File: src/rtl/core/ansi_utf8_terminal_byte_parser_defines.svh
// Assertion macros for the terminal byte parser.
// No dependencies; included by the top level.
`ifndef ANSI_UTF8_TERMINAL_BYTE_PARSER_DEFINES_SVH
`define ANSI_UTF8_TERMINAL_BYTE_PARSER_DEFINES_SVH

// Implication checked on every clock edge outside reset.
`define ATP_ASSERT_IMP(lbl, clk, rst_n, ante, cons) \
  lbl: assert property (@(posedge clk) disable iff (!rst_n) (ante) |-> (cons)) \
    else $error("assertion failed");

// Next-cycle implication.
`define ATP_ASSERT_NXT(lbl, clk, rst_n, ante, cons) \
  lbl: assert property (@(posedge clk) disable iff (!rst_n) (ante) |=> (cons)) \
    else $error("assertion failed");

`endif

File: src/rtl/core/atp_pkg.sv
// Shared types and constants of the terminal byte parser.
// No dependencies.
package atp_pkg;

  localparam int unsigned ParamBufferLen = 32;
  localparam int unsigned PcW = $clog2(ParamBufferLen);

  localparam logic [31:0] DefaultFg = 32'he6ebf4ff;
  localparam logic [31:0] DefaultBg = 32'h000000ff;
  localparam logic [20:0] Replacement = 21'h00fffd;
  localparam logic [7:0] EscByte = 8'h1b;
  localparam logic [7:0] BelByte = 8'h07;

  typedef enum logic [1:0] {
    ActAppend = 2'd0,
    ActNewLine = 2'd1,
    ActBackspace = 2'd2,
    ActClear = 2'd3
  } action_e;

  // Front-to-back queue entry
  typedef struct packed {
    action_e     action;
    logic [20:0] codepoint;
  } cmd_t;

  function automatic logic [31:0] palette(input logic [2:0] idx);
    logic [31:0] c;
    case (idx)
      3'd0: c = 32'h000000ff;
      3'd1: c = 32'hcd3131ff;
      3'd2: c = 32'h0dbc79ff;
      3'd3: c = 32'he5e510ff;
      3'd4: c = 32'h2472c8ff;
      3'd5: c = 32'hbc3fbcff;
      3'd6: c = 32'h11a8cdff;
      default: c = 32'he5e5e5ff;
    endcase
    return c;
  endfunction

endpackage

File: src/rtl/core/atp_front.sv
// Front part: escape tracking, CSI/SGR parsing, UTF-8 decode, colors.
// Depends on atp_pkg.
module atp_front (
  input  logic               clk_i,
  input  logic               rst_ni,
  input  logic               en_i,
  input  logic [7:0]         byte_i,
  output logic               emit_o,
  output atp_pkg::cmd_t      cmd_o,
  output logic [31:0]        fg_o,
  output logic [31:0]        bg_o,
  output logic [2:0]         attr_o
);
  import atp_pkg::*;

  typedef enum logic [4:0] {
    MdNone = 5'b00001, MdStarted = 5'b00010, MdCsi = 5'b00100,
    MdOsc = 5'b01000, MdOscEnd = 5'b10000
  } mode_e;
  typedef enum logic [1:0] {
    PhLeading = 2'd0, PhSign = 2'd1, PhDigits = 2'd2, PhDone = 2'd3
  } phase_e;
  typedef enum logic [1:0] {
    FnIdle = 2'd0, FnRun = 2'd1, FnDone = 2'd2
  } fn_e;

  mode_e mode_q, mode_d;
  logic [PcW-1:0] pc_q, pc_d;
  logic [7:0] mag_q, mag_d, fn_q, fn_d;
  phase_e ph_q, ph_d;
  fn_e fph_q, fph_d;
  logic neg_q, neg_d;
  logic [31:0] cfg_q, cfg_d, cbg_q, cbg_d, pfg_q, pfg_d, pbg_q, pbg_d;
  logic [2:0] cat_q, cat_d, pat_q, pat_d;
  logic [20:0] acc_q, acc_d;
  logic [1:0] left_q, left_d;

  logic digit;
  logic [3:0] dv;
  logic [11:0] m10, f10;
  logic [7:0] msat, fsat;
  logic [31:0] afg, abg;
  logic [2:0] aat;
  logic cp_vld;
  logic [20:0] cp;

  // saturating decimal accumulate
  always_comb begin
    digit = byte_i inside {[8'h30:8'h39]};
    dv = byte_i[3:0];
    m10 = {4'd0, mag_q} * 12'd10 + {8'd0, dv};
    f10 = {4'd0, fn_q} * 12'd10 + {8'd0, dv};
    msat = (m10 > 12'd255) ? 8'hff : m10[7:0];
    fsat = (f10 > 12'd255) ? 8'hff : f10[7:0];
  end

  // SGR apply of the current field onto pending
  always_comb begin
    afg = pfg_q;
    abg = pbg_q;
    aat = pat_q;
    if (!(neg_q && mag_q != 8'd0)) begin
      if (mag_q == 8'd0) begin
        afg = DefaultFg; abg = DefaultBg; aat = 3'd0;
      end else if (mag_q == 8'd1) aat = pat_q | 3'd1;
      else if (mag_q == 8'd4) aat = pat_q | 3'd2;
      else if (mag_q == 8'd7) aat = pat_q | 3'd4;
      else if (mag_q inside {[8'd30:8'd37]}) afg = palette(3'(mag_q - 8'd30));
      else if (mag_q inside {[8'd40:8'd47]}) abg = palette(3'(mag_q - 8'd40));
      else if (mag_q == 8'd39) afg = DefaultFg;
      else if (mag_q == 8'd49) abg = DefaultBg;
    end
  end

  always_comb begin
    mode_d = mode_q; pc_d = pc_q; mag_d = mag_q; fn_d = fn_q;
    ph_d = ph_q; fph_d = fph_q; neg_d = neg_q;
    cfg_d = cfg_q; cbg_d = cbg_q; cat_d = cat_q;
    pfg_d = pfg_q; pbg_d = pbg_q; pat_d = pat_q;
    acc_d = acc_q; left_d = left_q;
    emit_o = 1'b0;
    cmd_o = '{action: ActAppend, codepoint: '0};
    cp_vld = 1'b0;
    cp = '0;
    case (mode_q)
      MdStarted: begin
        if (byte_i == 8'h5b) begin
          mode_d = MdCsi; pfg_d = cfg_q; pbg_d = cbg_q; pat_d = cat_q;
        end else if (byte_i == 8'h5d) mode_d = MdOsc;
        else mode_d = MdNone;
      end
      MdOsc: begin
        if (byte_i == BelByte) mode_d = MdNone;
        else if (byte_i == EscByte) mode_d = MdOscEnd;
      end
      MdOscEnd: mode_d = (byte_i == 8'h5c) ? MdNone : MdOsc;
      MdCsi: begin
        if (byte_i inside {[8'h20:8'h3f]}) begin
          if ({1'b0, pc_q} + (PcW+1)'(1) < (PcW+1)'(ParamBufferLen)) begin
            pc_d = pc_q + 1'b1;
            case (fph_q)
              FnIdle: if (digit) begin fn_d = {4'd0, dv}; fph_d = FnRun; end
              FnRun: if (digit) fn_d = fsat; else fph_d = FnDone;
              default: ;
            endcase
            if (byte_i == 8'h3b) begin
              pfg_d = afg; pbg_d = abg; pat_d = aat;
              mag_d = '0; ph_d = PhLeading; neg_d = 1'b0;
            end else begin
              case (ph_q)
                PhLeading: begin
                  if (byte_i == 8'h20) ;
                  else if (byte_i == 8'h2b || byte_i == 8'h2d) begin
                    neg_d = (byte_i == 8'h2d); ph_d = PhSign;
                  end else if (digit) begin
                    mag_d = {4'd0, dv}; ph_d = PhDigits;
                  end else ph_d = PhDone;
                end
                PhSign: begin
                  if (digit) begin mag_d = {4'd0, dv}; ph_d = PhDigits; end
                  else begin mag_d = '0; neg_d = 1'b0; ph_d = PhDone; end
                end
                PhDigits: if (digit) mag_d = msat; else ph_d = PhDone;
                default: ;
              endcase
            end
          end
        end else begin
          if (byte_i == 8'h6d) begin
            pfg_d = afg; pbg_d = abg; pat_d = aat;
            cfg_d = afg; cbg_d = abg; cat_d = aat;
          end else if (byte_i == 8'h4a && fn_q >= 8'd2) begin
            emit_o = 1'b1;
            cmd_o.action = ActClear;
          end
          mode_d = MdNone; pc_d = '0; mag_d = '0; ph_d = PhLeading;
          neg_d = 1'b0; fn_d = '0; fph_d = FnIdle;
        end
      end
      default: begin
        if (byte_i == EscByte) mode_d = MdStarted;
        else if (left_q == 2'd0) begin
          if (!byte_i[7]) begin cp_vld = 1'b1; cp = {13'd0, byte_i}; end
          else if (byte_i[7:5] == 3'b110) begin acc_d = {16'd0, byte_i[4:0]}; left_d = 2'd1; end
          else if (byte_i[7:4] == 4'b1110) begin acc_d = {17'd0, byte_i[3:0]}; left_d = 2'd2; end
          else if (byte_i[7:3] == 5'b11110) begin acc_d = {18'd0, byte_i[2:0]}; left_d = 2'd3; end
          else begin cp_vld = 1'b1; cp = Replacement; end
        end else if (byte_i[7:6] != 2'b10) begin
          left_d = 2'd0; cp_vld = 1'b1; cp = Replacement;
        end else begin
          acc_d = {acc_q[14:0], byte_i[5:0]};
          left_d = left_q - 2'd1;
          if (left_q == 2'd1) begin cp_vld = 1'b1; cp = {acc_q[14:0], byte_i[5:0]}; end
        end
        if (cp_vld) begin
          if (cp == 21'd10) begin emit_o = 1'b1; cmd_o.action = ActNewLine; end
          else if (cp == 21'd8) begin emit_o = 1'b1; cmd_o.action = ActBackspace; end
          else if (cp >= 21'd32 || cp == 21'd9) begin
            emit_o = 1'b1; cmd_o.codepoint = cp;
          end
        end
      end
    endcase
  end

  assign fg_o = cfg_q;
  assign bg_o = cbg_q;
  assign attr_o = cat_q;

  always_ff @(posedge clk_i or negedge rst_ni) begin
    if (!rst_ni) begin
      mode_q <= MdNone; pc_q <= '0; mag_q <= '0; fn_q <= '0;
      ph_q <= PhLeading; fph_q <= FnIdle; neg_q <= 1'b0;
      cfg_q <= DefaultFg; cbg_q <= DefaultBg; cat_q <= '0;
      pfg_q <= DefaultFg; pbg_q <= DefaultBg; pat_q <= '0;
      acc_q <= '0; left_q <= '0;
    end else if (en_i) begin
      mode_q <= mode_d; pc_q <= pc_d; mag_q <= mag_d; fn_q <= fn_d;
      ph_q <= ph_d; fph_q <= fph_d; neg_q <= neg_d;
      cfg_q <= cfg_d; cbg_q <= cbg_d; cat_q <= cat_d;
      pfg_q <= pfg_d; pbg_q <= pbg_d; pat_q <= pat_d;
      acc_q <= acc_d; left_q <= left_d;
    end
  end
endmodule

File: src/rtl/core/atp_queue.sv
// Two-entry queue between front and back parts.
// Depends on atp_pkg.
module atp_queue (
  input  logic               clk_i,
  input  logic               rst_ni,
  input  logic               wr_i,
  input  atp_pkg::cmd_t      wr_cmd_i,
  input  logic [66:0]        wr_col_i,
  output logic               full_o,
  output logic               rd_valid_o,
  input  logic               rd_i,
  output atp_pkg::cmd_t      rd_cmd_o,
  output logic [66:0]        rd_col_o
);
  import atp_pkg::*;

  cmd_t        cmd_q [2];
  logic [66:0] col_q [2];
  logic        wp_q, rp_q;
  logic [1:0]  cnt_q;

  assign full_o = (cnt_q == 2'd2);
  assign rd_valid_o = (cnt_q != 2'd0);
  assign rd_cmd_o = cmd_q[rp_q];
  assign rd_col_o = col_q[rp_q];

  always_ff @(posedge clk_i) begin
    if (wr_i) begin
      cmd_q[wp_q] <= wr_cmd_i;
      col_q[wp_q] <= wr_col_i;
    end
  end

  always_ff @(posedge clk_i or negedge rst_ni) begin
    if (!rst_ni) begin
      wp_q <= 1'b0; rp_q <= 1'b0; cnt_q <= '0;
    end else begin
      if (wr_i) wp_q <= ~wp_q;
      if (rd_i) rp_q <= ~rp_q;
      cnt_q <= cnt_q + {1'b0, wr_i} - {1'b0, rd_i};
    end
  end
endmodule

File: src/rtl/core/atp_back.sv
// Back part: output register that formats and presents actions.
// Depends on atp_pkg.
module atp_back (
  input  logic               clk_i,
  input  logic               rst_ni,
  input  logic               q_valid_i,
  input  atp_pkg::cmd_t      q_cmd_i,
  input  logic [66:0]        q_col_i,
  output logic               q_rd_o,
  output logic               valid_o,
  input  logic               ready_i,
  output logic [1:0]         action_o,
  output logic [20:0]        codepoint_o,
  output logic [31:0]        fg_color_o,
  output logic [31:0]        bg_color_o,
  output logic [2:0]         attr_bits_o
);
  import atp_pkg::*;

  logic valid_q;
  logic load;

  assign load = q_valid_i && (!valid_q || ready_i);
  assign q_rd_o = load;
  assign valid_o = valid_q;

  always_ff @(posedge clk_i or negedge rst_ni) begin
    if (!rst_ni) valid_q <= 1'b0;
    else if (load) valid_q <= 1'b1;
    else if (ready_i) valid_q <= 1'b0;
  end

  always_ff @(posedge clk_i) begin
    if (load) begin
      action_o <= q_cmd_i.action;
      codepoint_o <= q_cmd_i.codepoint;
      if (q_cmd_i.action == ActAppend) begin
        fg_color_o <= q_col_i[66:35];
        bg_color_o <= q_col_i[34:3];
        attr_bits_o <= q_col_i[2:0];
      end else begin
        fg_color_o <= '0; bg_color_o <= '0; attr_bits_o <= '0;
      end
    end
  end
endmodule

File: src/rtl/core/ansi_utf8_terminal_byte_parser.sv
// Top level of the terminal byte parser: front, queue, back.
// Depends on atp_pkg and ansi_utf8_terminal_byte_parser_defines.svh.
//
//  channel | signals                                   | dir
//  input   | valid_i ready_o data_byte_i               | in
//  output  | valid_o ready_i action_o codepoint_o      | out
//          | fg_color_o bg_color_o attr_bits_o         |
//
// One byte per cycle while the queue is not full: the front decodes a byte in the cycle it is accepted.
// A result enters the two-entry queue at the accepting edge and is loaded into
// the output register, raising valid_o, when it is empty or ready_i is high.
// Input stalls only when the queue is full; a full output register does not
// stall input until the queue fills.
// Reset clears all parser state to defaults and empties the queue.
`include "ansi_utf8_terminal_byte_parser_defines.svh"
module ansi_utf8_terminal_byte_parser (
  input  logic        clk_i,
  input  logic        rst_ni,
  input  logic        valid_i,
  output logic        ready_o,
  input  logic [7:0]  data_byte_i,
  output logic        valid_o,
  input  logic        ready_i,
  output logic [1:0]  action_o,
  output logic [20:0] codepoint_o,
  output logic [31:0] fg_color_o,
  output logic [31:0] bg_color_o,
  output logic [2:0]  attr_bits_o
);
  import atp_pkg::*;

  logic        acc, emit, full, qv, qrd;
  cmd_t        fcmd, qcmd;
  logic [31:0] fg, bg;
  logic [2:0]  at;
  logic [66:0] qcol;

  // Accept whenever the queue can take a possible result.
  assign ready_o = !full;
  assign acc = valid_i && ready_o;

  atp_front u_front (
    .clk_i, .rst_ni, .en_i(acc), .byte_i(data_byte_i),
    .emit_o(emit), .cmd_o(fcmd), .fg_o(fg), .bg_o(bg), .attr_o(at)
  );

  atp_queue u_queue (
    .clk_i, .rst_ni, .wr_i(acc && emit), .wr_cmd_i(fcmd),
    .wr_col_i({fg, bg, at}), .full_o(full), .rd_valid_o(qv),
    .rd_i(qrd), .rd_cmd_o(qcmd), .rd_col_o(qcol)
  );

  atp_back u_back (
    .clk_i, .rst_ni, .q_valid_i(qv), .q_cmd_i(qcmd), .q_col_i(qcol),
    .q_rd_o(qrd), .valid_o, .ready_i, .action_o, .codepoint_o,
    .fg_color_o, .bg_color_o, .attr_bits_o
  );

  `ATP_ASSERT_IMP(a_no_write_full, clk_i, rst_ni, full, !(acc && emit))
  `ATP_ASSERT_IMP(a_nonappend_zero, clk_i, rst_ni,
    valid_o && action_o != ActAppend, codepoint_o == 21'd0 && fg_color_o == 32'd0)
  `ATP_ASSERT_NXT(a_load_valid, clk_i, rst_ni, qrd, valid_o)
endmodule
File: config.mk
export PLATFORM = sky130hd
export DESIGN_NAME = ansi_utf8_terminal_byte_parser
export DESIGN_NICKNAME = d
export VERILOG_FILES = /design/src/rtl/core/atp_pkg.sv /design/src/rtl/core/atp_front.sv /design/src/rtl/core/atp_queue.sv /design/src/rtl/core/atp_back.sv /design/src/rtl/core/ansi_utf8_terminal_byte_parser.sv
export VERILOG_INCLUDE_DIRS = /design/src /design/src/rtl/core
export SDC_FILE = /design/constraint.sdc
export NUM_CORES = 1
export LEC_CHECK = 0
export ABC_AREA = 1
export ABC_CLOCK_PERIOD_IN_PS = 8650
export BUFFER_PORTS_ARGS = -buffer_cell sky130_fd_sc_hd__buf_2
export CAP_MARGIN = 20
export CORE_ASPECT_RATIO = 1.1
export CORE_MARGIN = 3
export CORE_UTILIZATION = 60
export DETAILED_ROUTE_END_ITERATION = 16
export GPL_ROUTABILITY_DRIVEN = 0
export GPL_TIMING_DRIVEN = 0
export PLACE_DENSITY = 0.87
export SYNTH_ARGS = -nofsm -noshare
export SYNTH_HDL_FRONTEND = slang
export SYNTH_SLANG_ARGS = --single-unit
export TNS_END_PERCENT = 100
File: constraint.sdc
create_clock -name clk_i -period 8.65 [get_ports clk_i]
set_clock_uncertainty 0.1 [all_clocks]
set_input_delay 0.865 -clock clk_i [delete_from_list [all_inputs] [get_ports clk_i]]
set_output_delay 0.865 -clock clk_i [all_outputs]
set_load 0.05 [all_outputs]
==> results of run 1 <==
-- per-stage QoR --
| stage | instance area (um^2) | instances | setup TNS [ns] | power (W) |
|---|---|---|---|---|
| finish | 23500 | 2727 | 0 | 0.00716 |
| global placement | 21800 | 2641 | -22.98 | 0.00515 |
| global route | 23500 | 2727 | 0 | 0.00744 |
| CTS | 23500 | 2727 | 0 | 0.00717 |
| detailed placement | 22000 | 2648 | 0 | 0.00522 |
| floorplan | 20800 | 2108 | 0 | 0.00462 |
-- cells in the final DEF, fill, tap and decap left out, types with 23 or more instances in the layout --
cell	instances
sky130_fd_sc_hd__a21oi_1	134
sky130_fd_sc_hd__clkbuf_1	65
sky130_fd_sc_hd__o21ai_0	164
sky130_fd_sc_hd__ha_1	42
sky130_fd_sc_hd__nand2_1	604
sky130_fd_sc_hd__clkbuf_16	43
sky130_fd_sc_hd__nor2_1	179
sky130_fd_sc_hd__buf_2	122
sky130_fd_sc_hd__nor3_1	32
sky130_fd_sc_hd__inv_1	128
sky130_fd_sc_hd__dfstp_2	65
sky130_fd_sc_hd__dfrtp_1	122
sky130_fd_sc_hd__o21ai_1	31
sky130_fd_sc_hd__edfxtp_1	270
sky130_fd_sc_hd__nand3_1	49
sky130_fd_sc_hd__o22ai_1	23
-- metal layers --
metal  wire length (um)  up-vias  global-route usage (%)
met4               3070        0                    14.8
met5                  0        -                       0
met2              25100     1030                    46.6
met1              19300     7841                    36.3
met3               5070      262                    5.40
li1                   -     7452                       -
-- sequential cells by signal (all words and copies together), names as in the netlist, 8 cells and up --
register	cells
u_front.fn_q	8
u_front.acc_q	15
u_back.bg_color_o	32
u_back.fg_color_o	32
u_front.mag_q	8
u_front.bg_o	32
u_front.fg_o	32
u_front.pbg_q	32
u_queue.cmd_q	46
u_back.codepoint_o	21
u_front.pfg_q	32
u_queue.col_q	134
-- cells in the mapped netlist (all sizes together), types with 7 or more instances --
cell	n
nand3	54
buf	39
o22ai	23
dfstp	65
nand4	15
edfxtp	270
o21ai	198
a22oi	7
nor2	201
o211ai	14
o31ai	14
nand2	612
ha	42
inv	144
dfrtp	122
xor2	9
a21oi	134
clkbuf	55
nor3	33
a31oi	9
-- logic make-up (layout without fill, tap and decap cells) --
family                   count (synthesis)  after routing
AO/OA/AOI/OAI                          425            425
multiplexers                             2              2
flip-flops                             457            457
XOR/XNOR                                15             15
adder cells (fa/ha/maj)                 46             46
buffers and inverters                  238            425
AND/OR/NAND/NOR                        925            925
-- power groups by stage --
| stage | logic, W | registers, W | clock network [W] |
|---|---|---|---|
| finish | 0.00213 | 0.00307 | 0.00195 |
| CTS | 0.00214 | 0.00307 | 0.00196 |
| global placement | 0.00198 | 0.00317 | 0 |
| global route | 0.00228 | 0.00311 | 0.00205 |
| detailed placement | 0.00211 | 0.00311 | 0 |
| floorplan | 0.000788 | 0.00383 | 0 |
-- cell type report --
| class | instances | area (um^2) | area share [%] |
|---|---|---|---|
| flip-flops and latches | 457 | 12900 | 54.9 |
| inverters | 144 | 543 | 2.31 |
| repair buffers | 108 | 678 | 2.89 |
| plain buffers | 94 | 422 | 1.80 |
| clock inverters | 21 | 283 | 1.21 |
| multi-input cells | 1413 | 6940 | 29.6 |
| clock buffers | 58 | 1180 | 5.04 |
| well taps | 432 | 541 | 2.30 |
-- path summary, 6_finish.rpt --
kind	endpoint	slack (ns)	cells past startpoint
max	u_queue.col_q[1][57]	4.87	18
min reg2reg	u_front.pfg_q[14]	0.38	2
max reg2reg	u_queue.col_q[1][57]	4.87	18
min in group clk_i	u_front.pfg_q[14]	0.38	2
max in group asynchronous	u_front.fg_o[30]	7.25	2
min	u_front.fn_q[6]	0.23	1
-- worst max-delay path, cell delays in order (launching register included) --
cell and delay, ns:
sky130_fd_sc_hd__dfrtp_1 0.40, sky130_fd_sc_hd__inv_1 0.08, sky130_fd_sc_hd__ha_1 0.14, sky130_fd_sc_hd__buf_2 0.20, sky130_fd_sc_hd__inv_1 0.11, sky130_fd_sc_hd__buf_2 0.19
sky130_fd_sc_hd__nand3_1 0.13, sky130_fd_sc_hd__nand3_1 0.08, sky130_fd_sc_hd__nor2_1 0.22, sky130_fd_sc_hd__nand3_1 0.16, sky130_fd_sc_hd__nor2_1 0.13, sky130_fd_sc_hd__nand3_1 0.16
sky130_fd_sc_hd__nand2_1 0.11, sky130_fd_sc_hd__nand2_1 0.07, sky130_fd_sc_hd__nand3_2 0.10, sky130_fd_sc_hd__nand2_2 0.09, sky130_fd_sc_hd__nor2_4 0.49, sky130_fd_sc_hd__buf_16 0.25
sky130_fd_sc_hd__buf_12 0.22
==> impl.org, run 1 <==
** Synthesis
- In this run, distinct cell masters in the synthesized netlist total 57.
- Counting flops with a built-in enable in the synthesized netlist gives 270.
- In this run the biggest area consumer among cell types represents 39.1% of the synthesized area.
- A synthesized cell averages 9.85 um^2.
- When the netlist entered floorplanning its net count stood at ~2,200.
- Fraction of the mapped netlist area in simple logic gates :: a little under a fifth
- Post-synthesis async set-or-reset flop share :: 40.9%
- Sequential cells were found to cover roughly 62% of the synthesized design area.
- The synthesized netlist devotes 11.4% of its cell area to compound gates.
- Count of warnings emitted by yosys :: 0
- Summing the areas of all fa, ha and maj instances in the mapped netlist gives under 10% of the synthesized area.
- Number of standard cells after synthesis :: between 2,000 and 2,500
- After Yosys synthesis, XOR and XNOR cells account for less than 1% of the synthesized area.
- The mapped netlist covers 20,800 um^2.
- Most frequently used flop master after synthesis :: sky130_fd_sc_hd__edfxtp_1
- Top post-synthesis cells by area :: sky130_fd_sc_hd__edfxtp_1 (39%), sky130_fd_sc_hd__dfrtp_1 (15%), sky130_fd_sc_hd__nand2_1 (11%), sky130_fd_sc_hd__dfstp_2 (8.2%), sky130_fd_sc_hd__o21ai_0 (4.0%)
- Cell taking the most area after synthesis :: sky130_fd_sc_hd__edfxtp_1
- Post-synthesis sequential element count :: 457
- By area, the combinational part of the netlist is dominated by simple AND/OR/NAND/NOR gates.
- Measured against the total synthesized area, the mux share comes to less than 1%.

** Job
- Max-cap violations :: 0

** Clock network
- Hold repair after CTS inserted 0 buffers.
- Number of setup buffers added after CTS :: 0
- After clock tree synthesis, the clock-pin slew on the worst setup and hold paths is 0.06 ns.
- Worst-Skew Late Latency :: about 0.57 ns
- H-tree levels :: 2
- Clock Sinks :: about 460
- Gates resized, CTS repair :: 0
- TritonCTS built the clock tree.
- Number of buffers between clock root and the deepest sink :: 3
- CTS placed an instance of sky130_fd_sc_hd__clkbuf_16 at the clock tree root.
- Clock tree synthesis inserted a total of 43 buffers.

** Pwr
- Static leakage :: ~10 nW
- Internal portion of total power :: ~0.0045 W
- Per report_power, the sequential group accounts for about 43% of the total.
- For this design the total switching power over the nets is 0.00265 W.
- Worst IR Drop VDD :: between 0.2 and 0.25 mV
- Power spread over the standard cell area amounts to 305 nW/um^2.
- Net switching share of the total power :: a little under two fifths
- Of the total power, combinational logic draws 29.8%.
- Per report_power, the clock group accounts for between 20% and 30% of the total.

** Floorplan
- The initialized floorplan defines 70 standard-cell rows.
- Die Width :: around 180 um
- Measured along the y axis, the die boundary spans 201 um.
- Die ar. :: about 37,000 um^2
- Top-level I/O count :: approximately 100
- Core area :: 33,700 um^2
- Starting utilization of the core area :: between 60% and 70%

** Drt
- In the routed layout, each cell is associated on average with a via count of ~6.1.
- Iteration count of the initial detailed-routing pass :: 6
- In this run, the number of DRC markers left after iteration 0 of detailed routing was approximately 2,200.
- Detail Route Antenna Nets :: 0
- In the final routed layout, each cell accounts on average for between 15 and 20 um.
- Detailed routing inserted a total of approximately 17,000 vias.
- Detailed-route DRC error count :: 0
- Detailed Route WL :: between 50,000 and 60,000 um

** STA
- The final count of hold timing violations is 0.
- The final critical path takes up between 40% and 50% of the cycle.
- Final critical path time including I/O delays and setup :: 3.78 ns
- Final setup slack of the worst path :: between 4 and 5 ns
- Setup violations remaining at the end of the flow were counted as 0.
- Slew at the pin closest to its max-slew limit :: 0.838 ns
- For this run, the top clock speed supported by timing is 0.265 GHz.
- Hold timing on the final database bottoms out at a slack of between 0.2 and 0.25 ns.
- Normalized max-slew margin :: roughly 44%
- Setup repair after global routing left no endpoint under its margin.
- Number of slew-limit violations in the final report :: 0

** GRT
- The first global-routing pass estimated approximately 84,000 um of wire.
- Summed over all layers, the global routing overflow is 0.
- Initial antenna violation count :: 0
- Entering global routing, the biggest net connects slightly below 100 pins.
- Via count of the first global-routing pass :: between 15,000 and 20,000
- Total global routing track utilization :: 28.5%

** Place
- Post-DP HPWL :: between 30,000 and 40,000 um
- Pre-CTS worst setup slack :: between 4 and 5 ns
- Count of buffers inserted at the top-level ports :: 101

** Setup path
- Data on the critical path arrives at its endpoint at between 3 and 4 ns.
- Critical path endpoint category :: flop
- Element type at the critical path start :: flop
- Critical path data required time :: around 8.8 ns
- By startpoint and endpoint, the worst setup path is classified as flop to flop.
- Launching instance or port of the critical path :: u_front.left_q[0]
- In this run the worst path has a maximum fanout of 32.
- The startpoint identified for the worst register-to-register timing path is u_front.left_q[0].

** Layout
- Share of the core filled with cells in the final layout :: 69.6%
- After filler insertion, the fill cell instance count of the layout stands at around 2,300.
- Antenna diode instance count :: 0
- Compared with the post-synthesis result, the final layout area differs by 13.0%.
- Net total in the final layout :: 2,319
- The post-route netlist has roughly 15% of its cells at a drive strength greater than 1.

** Status
- Run status :: finished clean

** Min path
- The worst hold path belongs to the class input pin to async pin.
Power figures use the tool's default switching activity.
==> run 2: changes to the inputs <==
--- a/config.mk
+++ b/config.mk
@@ -7,7 +7,7 @@
 export NUM_CORES = 1
 export LEC_CHECK = 0
 export ABC_AREA = 1
-export ABC_CLOCK_PERIOD_IN_PS = 8650
+export ABC_CLOCK_PERIOD_IN_PS = 3500
 export BUFFER_PORTS_ARGS = -buffer_cell sky130_fd_sc_hd__buf_2
 export CAP_MARGIN = 20
 export CORE_ASPECT_RATIO = 1.1
==> constraint.sdc (replaced) <==
create_clock -name clk_i -period 3.5 [get_ports clk_i]
set_clock_uncertainty 0.1 [all_clocks]
set_input_delay 0.35 -clock clk_i [delete_from_list [all_inputs] [get_ports clk_i]]
set_output_delay 0.35 -clock clk_i [all_outputs]
set_load 0.05 [all_outputs]
==> run 2 against run 1 <==
Via count down 0.39%; largest cell class unchanged; sequential share of layout area down 0.13 points; maximum frequency up 18%; cell count up 0.11%; non-clock buffer count up 4; global-route usage up 0.49 points; clock power up 140%; first-iteration DRC count about the same; critical path type unchanged; power up 150%; wire length up 0.99%; sequential cell count unchanged; utilization up 0.17 points.
==> impl.org, run 2 (same netlist as run 1, synthesis figures left out) <==
** Floorplan
- Y dimension of the die :: 201 um (unchanged)
- Top-level I/O count :: 104 (unchanged)
- The die area was 36,900 um^2 (unchanged).
- The width of the chip is 183 um (unchanged).
- Starting utilization of the core area :: 61.6% (unchanged)
- Placement row count :: 70 (unchanged)
- The area of the placeable core came to 33,700 um^2 (unchanged).

** STA
- The actual transition at the worst max-transition pin came to 0.859 ns (was 0.838 ns).
- Unrepaired setup endpoints after global routing: no (unchanged).
- Number of slew-limit violations in the final report :: 0 (unchanged)
- Number of setup violations in the final report :: 0 (unchanged)
- The highest achievable clock rate is 0.312 GHz (was 0.265 GHz).
- Final setup slack of the worst path :: 0.299 ns (was 4.87 ns)
- Number of hold-slack violations in the final timing report :: 0 (unchanged)
- Post-route clock period utilization :: 91.4% (was 43.7%)
- Aggregate negative setup slack :: 0 ns (unchanged)
- The normalized max-slew margin was 42.7% (was 44.0%).
- The post-layout minimum cycle time was 3.20 ns (was 3.78 ns).
- Worst Hold Margin :: 0.0298 ns (was 0.234 ns)

** GRT
- Pin count of the biggest net entering global routing :: 125 (was 99)
- Global-route wire length before repair :: 85,600 um (was 84,200 um)
- The global-route track usage on met3 came to 5.74% (was 5.40%).
- The initial antenna violation count is 0 (unchanged).
- Remaining global-route overflow :: 0 (unchanged)
- Met2 Track Usage GR :: 47.6% (was 46.6%)
- The total routing resource utilization after global routing was 28.9% (was 28.5%).
- The met1 capacity usage during global routing came to 36.8% (was 36.3%).
- Via count of the first global-routing pass :: 16,600 (was 16,400)
- The layer with the highest usage is met2 (unchanged).

** Drt
- The number of DRC violations after detailed-routing iteration 0 is 2,170 (was 2,172).
- The wire length reported by the detailed router came to 53,100 um (was 52,600 um).
- Iteration count of the initial detailed-routing pass :: 8 (was 6)
- The via density per instance is 6.05 (was 6.08).
- The remaining antenna violation count after routing was 0 (unchanged).
- Detailed-route DRC error count :: 0 (unchanged)
- Routed vias :: 16,500 (was 16,600)
- The routed wirelength normalized by instance count is 19.4 um (was 19.3 um).

** Place
- Count of buffers inserted at the top-level ports :: 101 (unchanged)
- The pre-CTS setup slack is 0.0195 ns (was 4.67 ns).
- The HPWL after detailed placement was 35,700 um (was 35,500 um).

** Layout
- The register with the highest flop count is u_queue.col_q (unchanged).
- Top Registers: u_queue.col_q: 134 flops, u_queue.cmd_q: 46 flops (unchanged).
- Net total in the final layout :: 2,323 (was 2,319)
- Layout cells sized above 1 :: 15.1% (was 14.6%)
- The number of flip-flops in the largest register is 134 (unchanged).
- Share of the core filled with cells in the final layout :: 69.7% (was 69.6%)
- Most common cell after layout, fill and taps aside :: sky130_fd_sc_hd__nand2_1 (unchanged)
- The layout overhead on the synthesized area is 13.3% (was 13.0%).
- Antenna diode instance count :: 0 (unchanged)
- Most used cells in the layout excluding fill and tap cells: sky130_fd_sc_hd__nand2_1 (601), sky130_fd_sc_hd__edfxtp_1 (270), sky130_fd_sc_hd__nor2_1 (178) (was sky130_fd_sc_hd__nand2_1 (604), sky130_fd_sc_hd__edfxtp_1 (270), sky130_fd_sc_hd__nor2_1 (179)).

** Clock network
- The number of buffers between clock root and the deepest sink was 3 (unchanged).
- Worst-Skew Late Latency :: 0.55 ns (was 0.57 ns)
- H-tree levels :: 2 (unchanged)
- The clock edge transition at the registers on the reported setup and hold paths is 0.06 ns (about the same).
- The number of sinks on the clock net is 457 (unchanged).
- The clock tree root driver cell is sky130_fd_sc_hd__clkbuf_16 (unchanged).
- The total CTS buffers is 43 (unchanged).
- Clock tree from TritonCTS :: yes (unchanged)

** Setup path
- The kind of end point of the critical path is a flop (unchanged).
- The required arrival time at the worst endpoint came to 3.68 ns (was 8.82 ns).
- Setup slack of the most critical reg-to-reg path :: 0.30 ns (was 4.87 ns)
- Cell chain of the critical path: inv_1 -> ha_2 -> buf_6 -> clkbuf_2 -> nand2_1 -> nand3_1 -> nand3_2 -> nor2_1 -> nand2_1 -> o21ai_4 -> nand3_2 -> nand3_2 -> clkinvlp_4 -> buf_12 (was inv_1 -> ha_1 -> buf_2 -> inv_1 -> buf_2 -> nand3_1 -> nand3_1 -> nor2_1 -> nand3_1 -> nor2_1 -> nand3_1 -> nand2_1 -> nand2_1 -> nand3_2 -> nand2_2 -> nor2_4 -> buf_16 -> buf_12).
- The stage delay of the slowest cell on the critical path was 0.40 ns (was 0.49 ns).
- Critical path arrival :: 3.38 ns (was 3.95 ns)
- The critical-path cell with the highest stage delay was sky130_fd_sc_hd__dfrtp_1 (was sky130_fd_sc_hd__nor2_4).
- The critical-path maximum fanout is 43 (was 32).
- Element type at the critical path start :: flop (unchanged)
- The most numerous cell on the critical path is sky130_fd_sc_hd__nand3_2 (was sky130_fd_sc_hd__nand3_1).
- Worst setup path class :: flop to flop (unchanged)

** Pwr
- The overall power consumption is 0.0177 W (was 0.00716 W).
- The power per unit of standard cell area came to 751 nW/um^2 (was 305 nW/um^2).
- Static leakage :: 10.0 nW (about the same)
- The largest vdd supply drop is 0.466 mV (was 0.236 mV).

** Status
- Run status: finished clean (unchanged).

** Min path
- The worst min-delay path class is input pin to flop (was input pin to async pin).

** Job
- The total of max-cap violations was 0 (unchanged).
[run 2: where the power goes]
| group | switching [W] | internal (W) | leakage, nW |
|---|---|---|---|
| Combinational | 0.00425 | 0.00116 | 4.53 |
| Sequential | 0.000329 | 0.00727 | 4.83 |
| Clock | 0.00198 | 0.00266 | 0.683 |
| Total | 0.00656 | 0.0111 | 10.0 |
[run 2: timing repair]
action / in CTS / in global routing
resized for setup: 0 / 0
endpoints found under the setup margin: 0 / 34
buffers inserted: 0 / 1
endpoints found under the hold margin: 40 / 0
hold buffers: 2 / 0
[run 2: layout make-up]
cell class	count	area, um^2
timing repair buffer	112	718
tap	432	541
fill	2302	10200
sequential	457	12900
multi-input combinational	1413	7000
buffer	94	452
inverter	144	547
clock inverter	21	185
clock buffer	57	1210
[run 2: worst max-delay path, delay by kind of cell, from the launching register on]
family / cells / cell delay, ns
DFF: 1 / 0.40
AOI/OAI and AO/OA: 1 / 0.21
adders and majority gates: 1 / 0.17
buffers and inverters: 5 / 1.21
and+or+nand+nor: 7 / 0.80
[run 2: metrics by stage]
| step | instance area, um^2 | std cells |
|---|---|---|
| after floorplan | 20900 | 2108 |
| after global placement | 21900 | 2641 |
| final | 23500 | 2730 |
| after CTS | 23500 | 2729 |
| after detailed placement | 22100 | 2649 |
| after global routing | 23500 | 2730 |
[run 2: path summary, 6_finish.rpt]
check                                       start              endpoint  cells past startpoint
worst min-delay path               data_byte_i[5]      u_front.acc_q[5]                      3
max in group asynchronous                  rst_ni      u_front.acc_q[8]                      3
worst max register to register  u_front.left_q[0]  u_queue.col_q[0][16]                     14
worst max-delay path            u_front.left_q[0]  u_queue.col_q[0][16]                     14
worst min register to register  u_front.pfg_q[26]     u_front.pfg_q[26]                      2
min in group asynchronous                  rst_ni      u_front.bg_o[28]                      2
[run 2: layer usage]
layer  wire length, um  vias up
met5                 0        -
met4              2710        0
met3              5140      217
met2             25700     1038
met1             19500     7803
li1                  -     7462
